### src/rtl/rta_pkg.sv
// ============================================================================
// Runtime accounting package
// Widths, codes, state encoding and the divider response bundle shared by
// the runtime accounting modules.
// ============================================================================
package rta_pkg;

  localparam int unsigned MS_W      = 48;  // millisecond timestamps
  localparam int unsigned SEC_W     = 39;  // second numbers (ms / 1000)
  localparam int unsigned SCORE_W   = 16;  // activity score
  localparam int unsigned IDX_W     = 8;   // read index
  localparam int unsigned TOT_W     = 64;  // running totals
  localparam int unsigned BKT_W     = 16;  // bucket contents
  localparam int unsigned REM_W     = 10;  // divider remainder and divisor
  localparam int unsigned PROD_W    = MS_W + SCORE_W;

  // The divider retires this many quotient bits per cycle.
  localparam int unsigned DIV_BITS  = 4;
  localparam int unsigned DIV_STEPS = MS_W / DIV_BITS;
  localparam int unsigned DIV_CNT_W = $clog2(DIV_STEPS);

  localparam logic [REM_W-1:0] MS_PER_SEC = REM_W'(1000);
  localparam logic [BKT_W-1:0] BUCKET_MAX = {BKT_W{1'b1}};

  // Command codes.
  localparam logic CMD_ACCOUNT = 1'b0;
  localparam logic CMD_READ    = 1'b1;

  typedef enum logic [3:0] {
    ST_IDLE,
    ST_DIV_SEC,
    ST_DIV_SLOT,
    ST_WALK_RD,
    ST_WALK_WR,
    ST_DIV_RIDX,
    ST_READ_RD,
    ST_READ_CAP,
    ST_DONE
  } state_e;

  typedef struct packed {
    logic              done;
    logic [MS_W-1:0]   quot_a;
    logic [MS_W-1:0]   quot_b;
    logic [REM_W-1:0]  rem_a;
    logic [REM_W-1:0]  rem_b;
  } div_rsp_t;

endpackage

### src/rtl/per_second_runtime_accounting.sv
// ============================================================================
// Per-second runtime accounting
// Splits run intervals over wall-clock seconds into a ring of buckets and
// keeps raw and score-weighted runtime totals; read words return a bucket.
// ============================================================================
// An account word divides both interval ends by 1000, the first walked second
// by RING_DEPTH for its slot, then reads and writes one bucket per second
// walked (1 to RING_DEPTH); a reversed interval ends after the first divide,
// and a read word divides its index, then reads and captures a bucket. Busy
// drops in the cycle after the result; one divider serves every divide. Reset
// clears the totals and marks every bucket empty; the receiver cannot stall.
module per_second_runtime_accounting #(
  parameter int unsigned RING_DEPTH = 16
) (
  input  logic                           clk_i,
  input  logic                           rst_ni,
  input  logic                           start_i,
  output logic                           busy_o,
  input  logic                           cmd_i,
  input  logic [rta_pkg::MS_W-1:0]       run_start_ms_i,
  input  logic [rta_pkg::MS_W-1:0]       now_ms_i,
  input  logic [rta_pkg::SCORE_W-1:0]    activity_score_i,
  input  logic [rta_pkg::IDX_W-1:0]      read_index_i,
  output logic                           result_valid_o,
  output logic [rta_pkg::TOT_W-1:0]      period_runtime_ms_o,
  output logic [rta_pkg::TOT_W-1:0]      weighted_runtime_o,
  output logic [rta_pkg::SEC_W-1:0]      bucket_second_o,
  output logic [rta_pkg::BKT_W-1:0]      bucket_ms_o,
  output logic                           reversed_o
);

  localparam int unsigned SLOT_W = $clog2(RING_DEPTH);
  localparam int unsigned SEC_W  = rta_pkg::SEC_W;
  localparam int unsigned REM_W  = rta_pkg::REM_W;
  localparam int unsigned MS_W   = rta_pkg::MS_W;
  localparam logic [REM_W-1:0]  DEPTH_DIV  = REM_W'(RING_DEPTH);
  localparam logic [SEC_W-1:0]  DEPTH_SEC  = SEC_W'(RING_DEPTH);
  localparam logic [SEC_W-1:0]  DEPTH_M1   = SEC_W'(RING_DEPTH - 1);
  localparam logic [SLOT_W-1:0] LAST_SLOT  = SLOT_W'(RING_DEPTH - 1);

  rta_pkg::state_e state_q, state_d;

  // Sequencer-driven controls.
  logic                    div_start;
  logic [REM_W-1:0]        div_divisor;
  logic [MS_W-1:0]         div_dividend_a, div_dividend_b;
  rta_pkg::div_rsp_t       div_rsp;
  logic                    ring_rd_en, ring_wr_en;

  // Captured item and working registers.
  logic                         cmd_q;
  logic                         rev_q;
  logic [MS_W-1:0]              len_q;
  logic [rta_pkg::SCORE_W-1:0]  mult_q;
  logic [rta_pkg::PROD_W-1:0]   prod_q;
  logic [SEC_W-1:0]             s0_q, s1_q, sec_q;
  logic [REM_W-1:0]             r0_q, r1_q;
  logic [SLOT_W-1:0]            slot_q;
  logic [rta_pkg::TOT_W-1:0]    raw_q, wt_q;
  logic [SEC_W-1:0]             sec_out_q;
  logic [rta_pkg::BKT_W-1:0]    ms_out_q;

  // Ring read data and the bucket update.
  logic [SEC_W-1:0]             rd_tag;
  logic [rta_pkg::BKT_W-1:0]    rd_rt;
  logic [SEC_W-1:0]             s0_w, s1_w, span_w, first_w;
  logic [REM_W-1:0]             share_hi, share_lo, share;
  logic [rta_pkg::BKT_W-1:0]    base_rt, new_rt;
  logic [rta_pkg::BKT_W:0]      sum_rt;
  logic                         last_sec;

  rta_div u_div (
    .clk_i        (clk_i),
    .rst_ni       (rst_ni),
    .start_i      (div_start),
    .divisor_i    (div_divisor),
    .dividend_a_i (div_dividend_a),
    .dividend_b_i (div_dividend_b),
    .rsp_o        (div_rsp)
  );

  rta_ring #(
    .DEPTH  (RING_DEPTH),
    .SLOT_W (SLOT_W)
  ) u_ring (
    .clk_i     (clk_i),
    .rst_ni    (rst_ni),
    .rd_en_i   (ring_rd_en),
    .rd_addr_i (slot_q),
    .wr_en_i   (ring_wr_en),
    .wr_addr_i (slot_q),
    .wr_tag_i  (sec_q),
    .wr_rt_i   (new_rt),
    .rd_tag_o  (rd_tag),
    .rd_rt_o   (rd_rt)
  );

  // Seconds of the interval ends straight from the divider. Only the last
  // RING_DEPTH seconds are walked; older ones would be overwritten anyway.
  assign s0_w    = div_rsp.quot_a[SEC_W-1:0];
  assign s1_w    = div_rsp.quot_b[SEC_W-1:0];
  assign span_w  = s1_w - s0_w;
  assign first_w = (span_w >= DEPTH_SEC) ? (s1_w - DEPTH_M1) : s0_w;

  // A second's share: it runs from its start (or the interval start in the
  // first second) to its end (or the interval end in the last second). A
  // second in front of the walk that was skipped never counts as the start.
  assign last_sec = (sec_q == s1_q);
  assign share_hi = last_sec ? r1_q : rta_pkg::MS_PER_SEC;
  assign share_lo = (sec_q == s0_q) ? r0_q : '0;
  assign share    = share_hi - share_lo;

  // A bucket tagged with another second starts over from zero.
  assign base_rt = (rd_tag == sec_q) ? rd_rt : '0;
  assign sum_rt  = {1'b0, base_rt} + (rta_pkg::BKT_W + 1)'(share);
  assign new_rt  = sum_rt[rta_pkg::BKT_W] ? rta_pkg::BUCKET_MAX : sum_rt[rta_pkg::BKT_W-1:0];

  // Next state.
  always_comb begin
    state_d = state_q;
    unique case (state_q)
      rta_pkg::ST_IDLE: begin
        if (start_i) begin
          state_d = (cmd_i == rta_pkg::CMD_READ) ? rta_pkg::ST_DIV_RIDX : rta_pkg::ST_DIV_SEC;
        end
      end
      rta_pkg::ST_DIV_SEC: begin
        if (div_rsp.done) begin
          state_d = rev_q ? rta_pkg::ST_DONE : rta_pkg::ST_DIV_SLOT;
        end
      end
      rta_pkg::ST_DIV_SLOT: begin
        if (div_rsp.done) begin
          state_d = rta_pkg::ST_WALK_RD;
        end
      end
      rta_pkg::ST_WALK_RD: begin
        state_d = rta_pkg::ST_WALK_WR;
      end
      rta_pkg::ST_WALK_WR: begin
        state_d = last_sec ? rta_pkg::ST_DONE : rta_pkg::ST_WALK_RD;
      end
      rta_pkg::ST_DIV_RIDX: begin
        if (div_rsp.done) begin
          state_d = rta_pkg::ST_READ_RD;
        end
      end
      rta_pkg::ST_READ_RD: begin
        state_d = rta_pkg::ST_READ_CAP;
      end
      rta_pkg::ST_READ_CAP: begin
        state_d = rta_pkg::ST_DONE;
      end
      rta_pkg::ST_DONE: begin
        state_d = rta_pkg::ST_IDLE;
      end
      default: begin
        state_d = rta_pkg::ST_IDLE;
      end
    endcase
  end

  // Sequencer outputs.
  always_comb begin
    busy_o         = 1'b1;
    result_valid_o = 1'b0;
    div_start      = 1'b0;
    div_divisor    = DEPTH_DIV;
    div_dividend_a = MS_W'(first_w);
    div_dividend_b = MS_W'(first_w);
    ring_rd_en     = 1'b0;
    ring_wr_en     = 1'b0;
    unique case (state_q)
      rta_pkg::ST_IDLE: begin
        busy_o = 1'b0;
        if (start_i) begin
          div_start = 1'b1;
          if (cmd_i == rta_pkg::CMD_READ) begin
            div_dividend_a = MS_W'(read_index_i);
            div_dividend_b = MS_W'(read_index_i);
          end else begin
            div_divisor    = rta_pkg::MS_PER_SEC;
            div_dividend_a = run_start_ms_i;
            div_dividend_b = now_ms_i;
          end
        end
      end
      rta_pkg::ST_DIV_SEC: begin
        div_start = div_rsp.done && !rev_q;
      end
      rta_pkg::ST_WALK_RD,
      rta_pkg::ST_READ_RD: begin
        ring_rd_en = 1'b1;
      end
      rta_pkg::ST_WALK_WR: begin
        ring_wr_en = 1'b1;
      end
      rta_pkg::ST_DONE: begin
        result_valid_o = 1'b1;
      end
      rta_pkg::ST_DIV_SLOT,
      rta_pkg::ST_DIV_RIDX,
      rta_pkg::ST_READ_CAP: begin
        busy_o = 1'b1;
      end
      default: begin
        busy_o = 1'b1;
      end
    endcase
  end

  // Control state and the running totals.
  always_ff @(posedge clk_i or negedge rst_ni) begin
    if (!rst_ni) begin
      state_q <= rta_pkg::ST_IDLE;
      raw_q   <= '0;
      wt_q    <= '0;
    end else begin
      state_q <= state_d;
      if (state_q == rta_pkg::ST_WALK_WR && last_sec) begin
        raw_q <= raw_q + rta_pkg::TOT_W'(len_q);
        wt_q  <= wt_q + rta_pkg::TOT_W'(prod_q);
      end
    end
  end

  // Datapath registers.
  always_ff @(posedge clk_i) begin
    unique case (state_q)
      rta_pkg::ST_IDLE: begin
        if (start_i) begin
          cmd_q  <= cmd_i;
          rev_q  <= (cmd_i == rta_pkg::CMD_ACCOUNT) && (now_ms_i < run_start_ms_i);
          len_q  <= now_ms_i - run_start_ms_i;
          mult_q <= (activity_score_i == '0) ? rta_pkg::SCORE_W'(1) : activity_score_i;
        end
      end
      rta_pkg::ST_DIV_SEC: begin
        prod_q <= len_q * mult_q;
        if (div_rsp.done) begin
          s0_q  <= s0_w;
          s1_q  <= s1_w;
          r0_q  <= div_rsp.rem_a;
          r1_q  <= div_rsp.rem_b;
          sec_q <= first_w;
          if (rev_q) begin
            sec_out_q <= s1_w;
            ms_out_q  <= '0;
          end
        end
      end
      rta_pkg::ST_DIV_SLOT,
      rta_pkg::ST_DIV_RIDX: begin
        if (div_rsp.done) begin
          slot_q <= div_rsp.rem_a[SLOT_W-1:0];
        end
      end
      rta_pkg::ST_WALK_WR: begin
        if (last_sec) begin
          sec_out_q <= sec_q;
          ms_out_q  <= new_rt;
        end else begin
          sec_q  <= sec_q + 1'b1;
          slot_q <= (slot_q == LAST_SLOT) ? '0 : slot_q + 1'b1;
        end
      end
      rta_pkg::ST_READ_CAP: begin
        sec_out_q <= rd_tag;
        ms_out_q  <= rd_rt;
      end
      rta_pkg::ST_WALK_RD,
      rta_pkg::ST_READ_RD,
      rta_pkg::ST_DONE: begin
        slot_q <= slot_q;
      end
      default: begin
        slot_q <= slot_q;
      end
    endcase
  end

  assign period_runtime_ms_o = raw_q;
  assign weighted_runtime_o  = wt_q;
  assign bucket_second_o     = sec_out_q;
  assign bucket_ms_o         = ms_out_q;
  assign reversed_o          = rev_q;

  // A result word always ends the item and frees the block.
  assert property (@(posedge clk_i) disable iff (!rst_ni)
    result_valid_o |=> !busy_o && !result_valid_o)
    else $error("result not followed by idle");

  // A reversed interval never reports bucket time and never comes from a read.
  assert property (@(posedge clk_i) disable iff (!rst_ni)
    (result_valid_o && reversed_o) |-> (bucket_ms_o == '0) && (cmd_q == rta_pkg::CMD_ACCOUNT))
    else $error("reversed result carries bucket time");

  // The divider only finishes while the sequencer waits for it.
  assert property (@(posedge clk_i) disable iff (!rst_ni)
    div_rsp.done |-> (state_q == rta_pkg::ST_DIV_SEC) || (state_q == rta_pkg::ST_DIV_SLOT) ||
                     (state_q == rta_pkg::ST_DIV_RIDX))
    else $error("divider result outside a divide phase");

  // Totals only move on account words.
  assert property (@(posedge clk_i) disable iff (!rst_ni)
    (cmd_q == rta_pkg::CMD_READ && busy_o) |=> $stable(raw_q) && $stable(wt_q))
    else $error("totals changed during a read");

endmodule

### src/rtl/rta_div.sv
// ============================================================================
// Two-lane radix-16 divider
// Restoring division of two 48-bit dividends by one small divisor, four
// quotient bits per cycle, done pulse registered along with the last step.
// ============================================================================
module rta_div (
  input  logic                        clk_i,
  input  logic                        rst_ni,
  input  logic                        start_i,
  input  logic [rta_pkg::REM_W-1:0]   divisor_i,
  input  logic [rta_pkg::MS_W-1:0]    dividend_a_i,
  input  logic [rta_pkg::MS_W-1:0]    dividend_b_i,
  output rta_pkg::div_rsp_t           rsp_o
);

  localparam int unsigned RW = rta_pkg::REM_W;
  localparam int unsigned DB = rta_pkg::DIV_BITS;
  localparam int unsigned MW = rta_pkg::MS_W;

  logic                              busy_q, done_q;
  logic [rta_pkg::DIV_CNT_W-1:0]     cnt_q;
  logic [RW-1:0]                     divisor_q;
  logic [MW-1:0]                     work_a_q, work_b_q;
  logic [RW-1:0]                     rem_a_q, rem_b_q;
  logic [RW+DB-1:0]                  step_a, step_b;

  // Four restoring steps on a remainder that always stays below the divisor.
  function automatic logic [RW+DB-1:0] step4(input logic [RW-1:0] rem,
                                             input logic [DB-1:0] bits,
                                             input logic [RW-1:0] dv);
    logic [RW:0]   t;
    logic [RW-1:0] r;
    logic [DB-1:0] q;
    r = rem;
    q = '0;
    for (int i = DB - 1; i >= 0; i--) begin
      t = {r, bits[i]};
      if (t >= {1'b0, dv}) begin
        t    = t - {1'b0, dv};
        q[i] = 1'b1;
      end
      r = t[RW-1:0];
    end
    return {r, q};
  endfunction

  assign step_a = step4(rem_a_q, work_a_q[MW-1 -: DB], divisor_q);
  assign step_b = step4(rem_b_q, work_b_q[MW-1 -: DB], divisor_q);

  always_ff @(posedge clk_i or negedge rst_ni) begin
    if (!rst_ni) begin
      busy_q <= 1'b0;
      done_q <= 1'b0;
      cnt_q  <= '0;
    end else begin
      done_q <= 1'b0;
      if (start_i && !busy_q) begin
        busy_q <= 1'b1;
        cnt_q  <= '0;
      end else if (busy_q) begin
        if (cnt_q == rta_pkg::DIV_CNT_W'(rta_pkg::DIV_STEPS - 1)) begin
          busy_q <= 1'b0;
          done_q <= 1'b1;
        end
        cnt_q <= cnt_q + 1'b1;
      end
    end
  end

  always_ff @(posedge clk_i) begin
    if (start_i && !busy_q) begin
      divisor_q <= divisor_i;
      work_a_q  <= dividend_a_i;
      work_b_q  <= dividend_b_i;
      rem_a_q   <= '0;
      rem_b_q   <= '0;
    end else if (busy_q) begin
      work_a_q <= {work_a_q[MW-DB-1:0], step_a[DB-1:0]};
      work_b_q <= {work_b_q[MW-DB-1:0], step_b[DB-1:0]};
      rem_a_q  <= step_a[RW+DB-1:DB];
      rem_b_q  <= step_b[RW+DB-1:DB];
    end
  end

  always_comb begin
    rsp_o.done   = done_q;
    rsp_o.quot_a = work_a_q;
    rsp_o.quot_b = work_b_q;
    rsp_o.rem_a  = rem_a_q;
    rsp_o.rem_b  = rem_b_q;
  end

  assert property (@(posedge clk_i) disable iff (!rst_ni)
    done_q |-> !busy_q)
    else $error("divider done while still busy");

  assert property (@(posedge clk_i) disable iff (!rst_ni)
    (start_i && !busy_q) |=> busy_q && !done_q)
    else $error("divider did not start");

  assert property (@(posedge clk_i) disable iff (!rst_ni)
    done_q |=> !done_q)
    else $error("divider done longer than one cycle");

endmodule

### src/rtl/rta_ring.sv
// ============================================================================
// Bucket ring memory
// Second tag and millisecond count per bucket, one read and one write port,
// registered read data, valid bits so unwritten buckets read as zero.
// ============================================================================
module rta_ring #(
  parameter int unsigned DEPTH  = 16,
  parameter int unsigned SLOT_W = 4
) (
  input  logic                        clk_i,
  input  logic                        rst_ni,
  input  logic                        rd_en_i,
  input  logic [SLOT_W-1:0]           rd_addr_i,
  input  logic                        wr_en_i,
  input  logic [SLOT_W-1:0]           wr_addr_i,
  input  logic [rta_pkg::SEC_W-1:0]   wr_tag_i,
  input  logic [rta_pkg::BKT_W-1:0]   wr_rt_i,
  output logic [rta_pkg::SEC_W-1:0]   rd_tag_o,
  output logic [rta_pkg::BKT_W-1:0]   rd_rt_o
);

  logic [rta_pkg::SEC_W-1:0] tag_mem [DEPTH];
  logic [rta_pkg::BKT_W-1:0] rt_mem  [DEPTH];
  logic [DEPTH-1:0]          valid_q;
  logic                      rd_vld_q;
  logic [rta_pkg::SEC_W-1:0] rd_tag_q;
  logic [rta_pkg::BKT_W-1:0] rd_rt_q;

  always_ff @(posedge clk_i) begin
    if (wr_en_i) begin
      tag_mem[wr_addr_i] <= wr_tag_i;
      rt_mem[wr_addr_i]  <= wr_rt_i;
    end
    if (rd_en_i) begin
      rd_tag_q <= tag_mem[rd_addr_i];
      rd_rt_q  <= rt_mem[rd_addr_i];
    end
  end

  always_ff @(posedge clk_i or negedge rst_ni) begin
    if (!rst_ni) begin
      valid_q  <= '0;
      rd_vld_q <= 1'b0;
    end else begin
      if (wr_en_i) begin
        valid_q[wr_addr_i] <= 1'b1;
      end
      if (rd_en_i) begin
        rd_vld_q <= valid_q[rd_addr_i];
      end
    end
  end

  // A bucket that was never written reads as tag zero and no run time.
  assign rd_tag_o = rd_vld_q ? rd_tag_q : '0;
  assign rd_rt_o  = rd_vld_q ? rd_rt_q  : '0;

endmodule
### config.mk
export PLATFORM = sky130hd
export DESIGN_NAME = per_second_runtime_accounting
export DESIGN_NICKNAME = d
export VERILOG_FILES = /design/src/rtl/rta_pkg.sv /design/src/rtl/per_second_runtime_accounting.sv /design/src/rtl/rta_div.sv /design/src/rtl/rta_ring.sv
export SDC_FILE = /design/constraint.sdc
export NUM_CORES = 2
export LEC_CHECK = 0
export BUFFER_PORTS_ARGS = -buffer_cell sky130_fd_sc_hd__buf_2
export CELL_PAD_IN_SITES_DETAIL_PLACEMENT = 1
export CELL_PAD_IN_SITES_GLOBAL_PLACEMENT = 1
export CORE_MARGIN = 8
export CORE_UTILIZATION = 36
export CTS_BUF_LIST = sky130_fd_sc_hd__clkbuf_16
export DETAILED_ROUTE_END_ITERATION = 10
export PLACE_DENSITY = 0.57
export SYNTH_ARGS = -nofsm -noshare
export SYNTH_HDL_FRONTEND = slang
export SYNTH_HIERARCHICAL = 1
export SYNTH_SLANG_ARGS = --single-unit
### constraint.sdc
create_clock -name clk_i -period 16.9 [get_ports clk_i]
set_clock_uncertainty 0.2 [all_clocks]
set_input_delay 1.69 -clock clk_i [delete_from_list [all_inputs] [get_ports clk_i]]
set_output_delay 1.69 -clock clk_i [all_outputs]
set_load 0.02 [all_outputs]
Word-level counts from Yosys, hierarchy flattened --
Memories as Yosys holds them, arrays and structs flattened. A register that Yosys moved wholly into a read port is not among the register bits. Index checks and enable logic that the tools add are counted.
Word-level totals: bits of input ports 124, register bits 606, bits in read-only memories 0, memories kept 2, RAM bits 880, bits in latches 0
Memories:
- u_ring.tag_mem | words 16, bits a word 39, read ports 1, clocked after memory_dff 1, wr ports 1, RTL line rta_ring.sv:22 | logic [rta_pkg::SEC_W-1:0] tag_mem [DEPTH];
- u_ring.rt_mem | words 16, bits a word 16, read ports 1, clocked after memory_dff 1, wr ports 1, RTL line rta_ring.sv:23 | logic [rta_pkg::BKT_W-1:0] rt_mem [DEPTH];
Operators by class: divide/modulo/power cells 0, magnitude comparators 12, eq/ne operators 21, mux-type cells 77, shift operators 0, bitwise operators 2, $mul 1, add/subtract/negate cells 18, reductions and logical operators 21
Operators by type and width (count):
- two-way mux 48 bit | 10
- two-way mux 39 bit | 7
- equality test 39 bit | 3
- one-hot mux 39 bit (3 select lines) | 1
- two-way mux 10 bit | 11
- two-way mux 16 bit | 6
- subtractor 10 bit | 9
- greater-or-equal comparator 11 x 10 -> 1 bit | 8
- one-hot mux 39 bit (2 select lines) | 1
- adder 64 x 48 -> 64 bit | 1
- adder 64 bit | 1
- multiplier 48 x 16 -> 64 bit | 1
- less-than comparator 48 bit | 1
- one-hot mux 16 bit (3 select lines) | 1
- subtractor 48 bit | 1
- two-way mux 4 bit | 11
- adder 39 x 1 -> 39 bit, second input constant | 1
- greater-or-equal comparator 39 x 5 -> 1 bit, second input constant | 1
- subtractor 39 bit | 1
- subtractor 39 x 4 -> 39 bit, second input constant | 1
- one-hot mux 4 bit (8 select lines) | 1
- two-way mux 1 bit | 23
- adder 16 x 10 -> 17 bit | 1
- equality test 4 x 3 -> 1 bit, second input constant | 4
- other kinds (25) | 46

Longest topological paths before layout --
depth after elaboration 10, gate-level depth with buffers 39, mapped depth without buffers 38

Modules after synthesis --
The synthesis kept the hierarchy.
Modules (own cells, without submodules):
- per_second_runtime_accounting | seq. area each 13062.5 um2, area each 57083.5 um2, instances 1, cells each 6491
- rta_ring | seq. area each 28502.3 um2, area each 35795.6 um2, instances 1, cells each 1397
- rta_div | seq. area each 3733.6 um2, area each 9743.1 um2, instances 1, cells each 1085

Worst setup path before layout --
No wires, ideal clock.
path type register to register, start register state_q[0], end register ms_out_q, in the netlist bucket_ms_o[0] (enable), data required time 16.286 ns, arrival 9.129 ns, library setup time 0.414 ns, path buffers 1, cell stages (with the launch flop) 8, slack 7.157 ns, cell sequence dfrtp_1 > clkbuf_1 > nand2b_1 > nor3_1 > nand2_1 > inv_1 > a21oi_1 > nand2_1
Between the ends: longest elaborated chain between the ends 3, elaborated cells on any way between the ends 8, those cells by class eq/ne (6); reduce/logical (2)
Ends and longest elaborated chain:
- start: declaration | RTL line per_second_runtime_accounting.sv:41 | rta_pkg::state_e state_q, state_d;
- start signal: assignment | RTL line per_second_runtime_accounting.sv:215 | state_q <= rta_pkg::ST_IDLE;
- start signal: assignment | RTL line per_second_runtime_accounting.sv:219 | state_q <= state_d;
- equality test 4 x 3 -> 1 bit / equality test 4 x 1 -> 1 bit (equally long branches) | RTL line per_second_runtime_accounting.sv:229 | unique case (state_q)
- != test 2 bit (no line) (tied with other cells)
- AND reduction 4 bit (no line) *
- end signal: assignment | RTL line per_second_runtime_accounting.sv:261 | ms_out_q <= new_rt;
- end signal: assignment | RTL line per_second_runtime_accounting.sv:269 | ms_out_q <= rd_rt;
- end: declaration | RTL line per_second_runtime_accounting.sv:61 | logic [rta_pkg::BKT_W-1:0] ms_out_q;
Every way passes the cells marked *; elsewhere a longest branch is shown, timed or not. A chain may end at the register's enable or synchronous reset.

Final worst setup path --
start register u_div.divisor_q[8], end register u_div.rem_a_q[1]
Between the ends: longest elaborated chain between the ends 8, elaborated cells on any way between the ends 12, those cells by class add/sub (4); order compare (4); mux (4)
Ends and longest elaborated chain:
- start: declaration | RTL line rta_div.sv:22 | logic [RW-1:0] divisor_q;
- start signal: assignment | RTL line rta_div.sv:72 | divisor_q <= divisor_i;
- subtractor 10 bit / greater-or-equal comparator 11 x 10 -> 1 bit (equally long branches) | RTL line rta_div.sv:39, rta_div.sv:38
- two-way mux 10 bit | RTL line rta_div.sv:38 | if (t >= {1'b0, dv}) begin
- subtractor 10 bit / greater-or-equal comparator 11 x 10 -> 1 bit (equally long branches) | RTL line rta_div.sv:39, rta_div.sv:38
- two-way mux 10 bit | RTL line rta_div.sv:38
- greater-or-equal comparator 11 x 10 -> 1 bit / subtractor 10 bit (equally long branches) | RTL line rta_div.sv:38, rta_div.sv:39
- two-way mux 10 bit | RTL line rta_div.sv:38
- subtractor 10 bit / greater-or-equal comparator 11 x 10 -> 1 bit (equally long branches) | RTL line rta_div.sv:39, rta_div.sv:38
- two-way mux 10 bit * | RTL line rta_div.sv:38
- end signal: assignment | RTL line rta_div.sv:80 | rem_a_q <= step_a[RW+DB-1:DB];
- end: declaration | RTL line rta_div.sv:24 | logic [RW-1:0] rem_a_q, rem_b_q;
Marked as above.

==> reports/metrics.csv <==
metric,value,unit
cp_common_cell,ha_1,
yosysTopAreaCell,edfxtp_1,
ant_nets,0,
cts_buffer_depth,4,
yosys_warnings,6,
clk_pin_slew,0.06,ns
die_h,550,um
min_to,u_ring/valid_q[14],
syn_inst,8973,
critPathKind,flip-flop to flip-flop,
drive_gt1_share,12.8,%
netlist_area,103000,um^2
wl,369000,um
avgSynthCellArea,11.4,um^2
worst_pin_slew,1.23,ns
grt.overflow.total,0,
cts_tree,built,
worst-path-buf-inv,2,
ff2ff_setup_slack,5.62,ns
hp-start,u_ring/valid_q[14],
tns,0,ns
whs_path_depth,1,
drt_iter0_drc,5061,
netlist-cell-type-count,104,
num-nets-final,10400,
hold_viol_final,0,
dieArea,302000,um^2
cp.arrival,11.78,ns
finalSetupViolCount,0,
drt_pass1_iterations,5,
core,284000,um^2
ios,310,
routed-via-count,71600,
cts_hold_buf,0,
io_buffer_count,309,
cts_resized,0,
routedWlPerCell,28.2,um
timing.rr.end,u_div/rem_a_q[1],
cp-end-kind,flip-flop,
route.detailed.drc,0,
hpwl,261000,um
post-cts-setup-buffers,0,
grt_max_degree,149,
cp_slowest_cell,a21oi_1,
start_util,36.1,%
synth-seq-area-share,44.1,%
maxCapViolations,0,
rsz0062_at_grt,no,
via_per_inst,5.46,
reg2reg_from,u_div/divisor_q[8],
cp-start-kind,flip-flop,
die_x,550,um
groute.usage.overall,24.0,%
ff2ff_path_depth,34,
netlist.area_leader.share,40.0,%
rows,196,
grt_pass1_vias,77300,
synth_edf_count,1366,
slowest_delay,0.79,ns
fill_cells,30700,
ys.flop_type,edfxtp_1,
grt_first_pass_wirelength,538000,um
gp_congestion,0.878,
h-tree-depth,4,
finalCritPeriodShare,66.7,%
drv_slew,0,
most-common-layout-cells,"nand2_1 (1,383), edfxtp_1 (1,366), inv_1 (947), fa_1 (655), ha_1 (436)",
cp_top_family,compound AO/OA/AOI/OAI gates,
placed_cells,12800,
fin_crit,11.28,ns
synth-async-reset-ratio,10.1,%
fin_cells,13100,
yosys_register_bits,1541,
status,"complete, no violations",
cts_buffers,182,
antenna_found_initial,25,
slew_headroom,17.7,%
fmax,88.7,MHz
synth_top_cells_by_area,"edfxtp_1 (40%), fa_1 (13%), mux4_2 (6.1%)",
cts.sink_count,1541,
cts_root_buffer,clkbuf_16,
cp.required,17.40,ns
critPathMaxFanout,13,
final_common_cell,nand2_1,
syn2layout_area_growth,11.6,%
hp-class,flip-flop to flip-flop,
clk-insertion-delay-late,0.86,ns
## cell usage after synthesis, types with 17 or more instances
cell	number
ha_1	436
o21bai_1	47
nor2b_1	59
edfxtp_1	1366
and2_1	353
a21oi_1	354
mux2i_1	52
nand2_1	1386
and3_1	69
or2_2	31
inv_1	918
o21a_1	49
nor2_1	336
o31ai_1	24
a22oi_1	40
buf_1	19
a21o_1	188
nand4_1	91
nand3_1	90
mux4_2	279
nand2b_1	73
buf_6	24
or3_1	17
fa_1	655
dfrtp_1	155
a31oi_1	44
dfxtp_1	20
o21ai_0	327
a211oi_1	40
nor3_1	119
clkbuf_1	372
mux2_2	65
xnor2_1	282
o211ai_1	18
xor2_1	215
nor4_1	41
buf_2	18
## cell families after synthesis
group	count (synthesis)	share of synthesized area [%]
and+or+nand+nor	2737	12.4
muxes	402	7.42
adders and majority gates	1091	18.1
xor gates and xnor gates	497	4.24
buffers and inverters	1361	5.22
AOI/OAI and AO/OA	1343	8.48
DFF	1541	44.1
other	1	0.00365
## worst register-to-register path, delay by kind of cell, from the launching register on
family	cells	cell delay, ns
adder cells (fa/ha/maj)	4	1.29
flip-flops	1	0.36
buffers and inverters	2	0.70
multiplexers	1	0.46
AO/OA/AOI/OAI	19	5.66
AND/OR/NAND/NOR	8	2.46
## sequential cells by signal (all words and copies together) (netlist names), 16 cells and up
name / flops
u_ring/rd_rt_q: 16
u_ring/valid_q: 16
mult_q: 16
bucket_ms_o: 16
u_div/work_a_q: 48
weighted_runtime_o: 64
u_ring/rt_mem: 256
period_runtime_ms_o: 64
prod_q: 64
len_q: 48
s1_q: 39
sec_q: 39
u_ring/tag_mem: 624
u_ring/rd_tag_q: 39
bucket_second_o: 39
u_div/work_b_q: 48
s0_q: 39
## area by class of cell
class	instances	area (um^2)	area share, %
clock inverter	144	1430	1.25
timing repair buffer	479	2880	2.52
sequential	1541	45300	39.5
antenna	7	17.5	0.0153
inverter	919	3460	3.02
tap	3762	4710	4.11
clock buffer	184	4600	4.02
multi-input combinational	6073	52100	45.5
## metrics by stage
stage / hold WS [ns] / instance area, um^2 / utilization (%) / setup slack (ns)
after detailed placement: 0.253 / 108000 / 38.1 / 5.64
after global routing: 0.284 / 115000 / 40.3 / 4.83
after global placement: 0.247 / 108000 / 38.1 / 5.68
after floorplan: 0.234 / 103000 / - / 7.16
final: 0.264 / 115000 / 40.3 / 5.62
after CTS: 0.268 / 115000 / 40.3 / 5.59
## worst max path at each step
| stage | end | slack [ns] | cells past startpoint | start |
|---|---|---|---|---|
| after CTS | u_div/rem_a_q[1] | 5.59 | 34 | u_div/divisor_q[8] |
| final | u_div/rem_a_q[1] | 5.62 | 34 | u_div/divisor_q[8] |
| after floorplan | bucket_ms_o[0] | 7.16 | 7 | state_q[0] |
| after global placement | u_div/rem_b_q[7] | 5.68 | 34 | u_div/divisor_q[8] |
| after detailed placement | u_div/rem_b_q[7] | 5.64 | 34 | u_div/divisor_q[8] |
| after global routing | u_div/rem_a_q[1] | 4.83 | 34 | u_div/divisor_q[8] |
## routing by layer
metal,vias to the layer above,track usage [%],part of all wire [%]
met1,37500,31.5,43
met2,1972,41.0,49
met3,541,3.08,5.0
met4,8,8.29,3.9
li1,31600,-,-
met5,-,0,0.0092
Power is not shown: default switching activity piles up to over one toggle a cycle in this logic, so the estimate is an artifact.
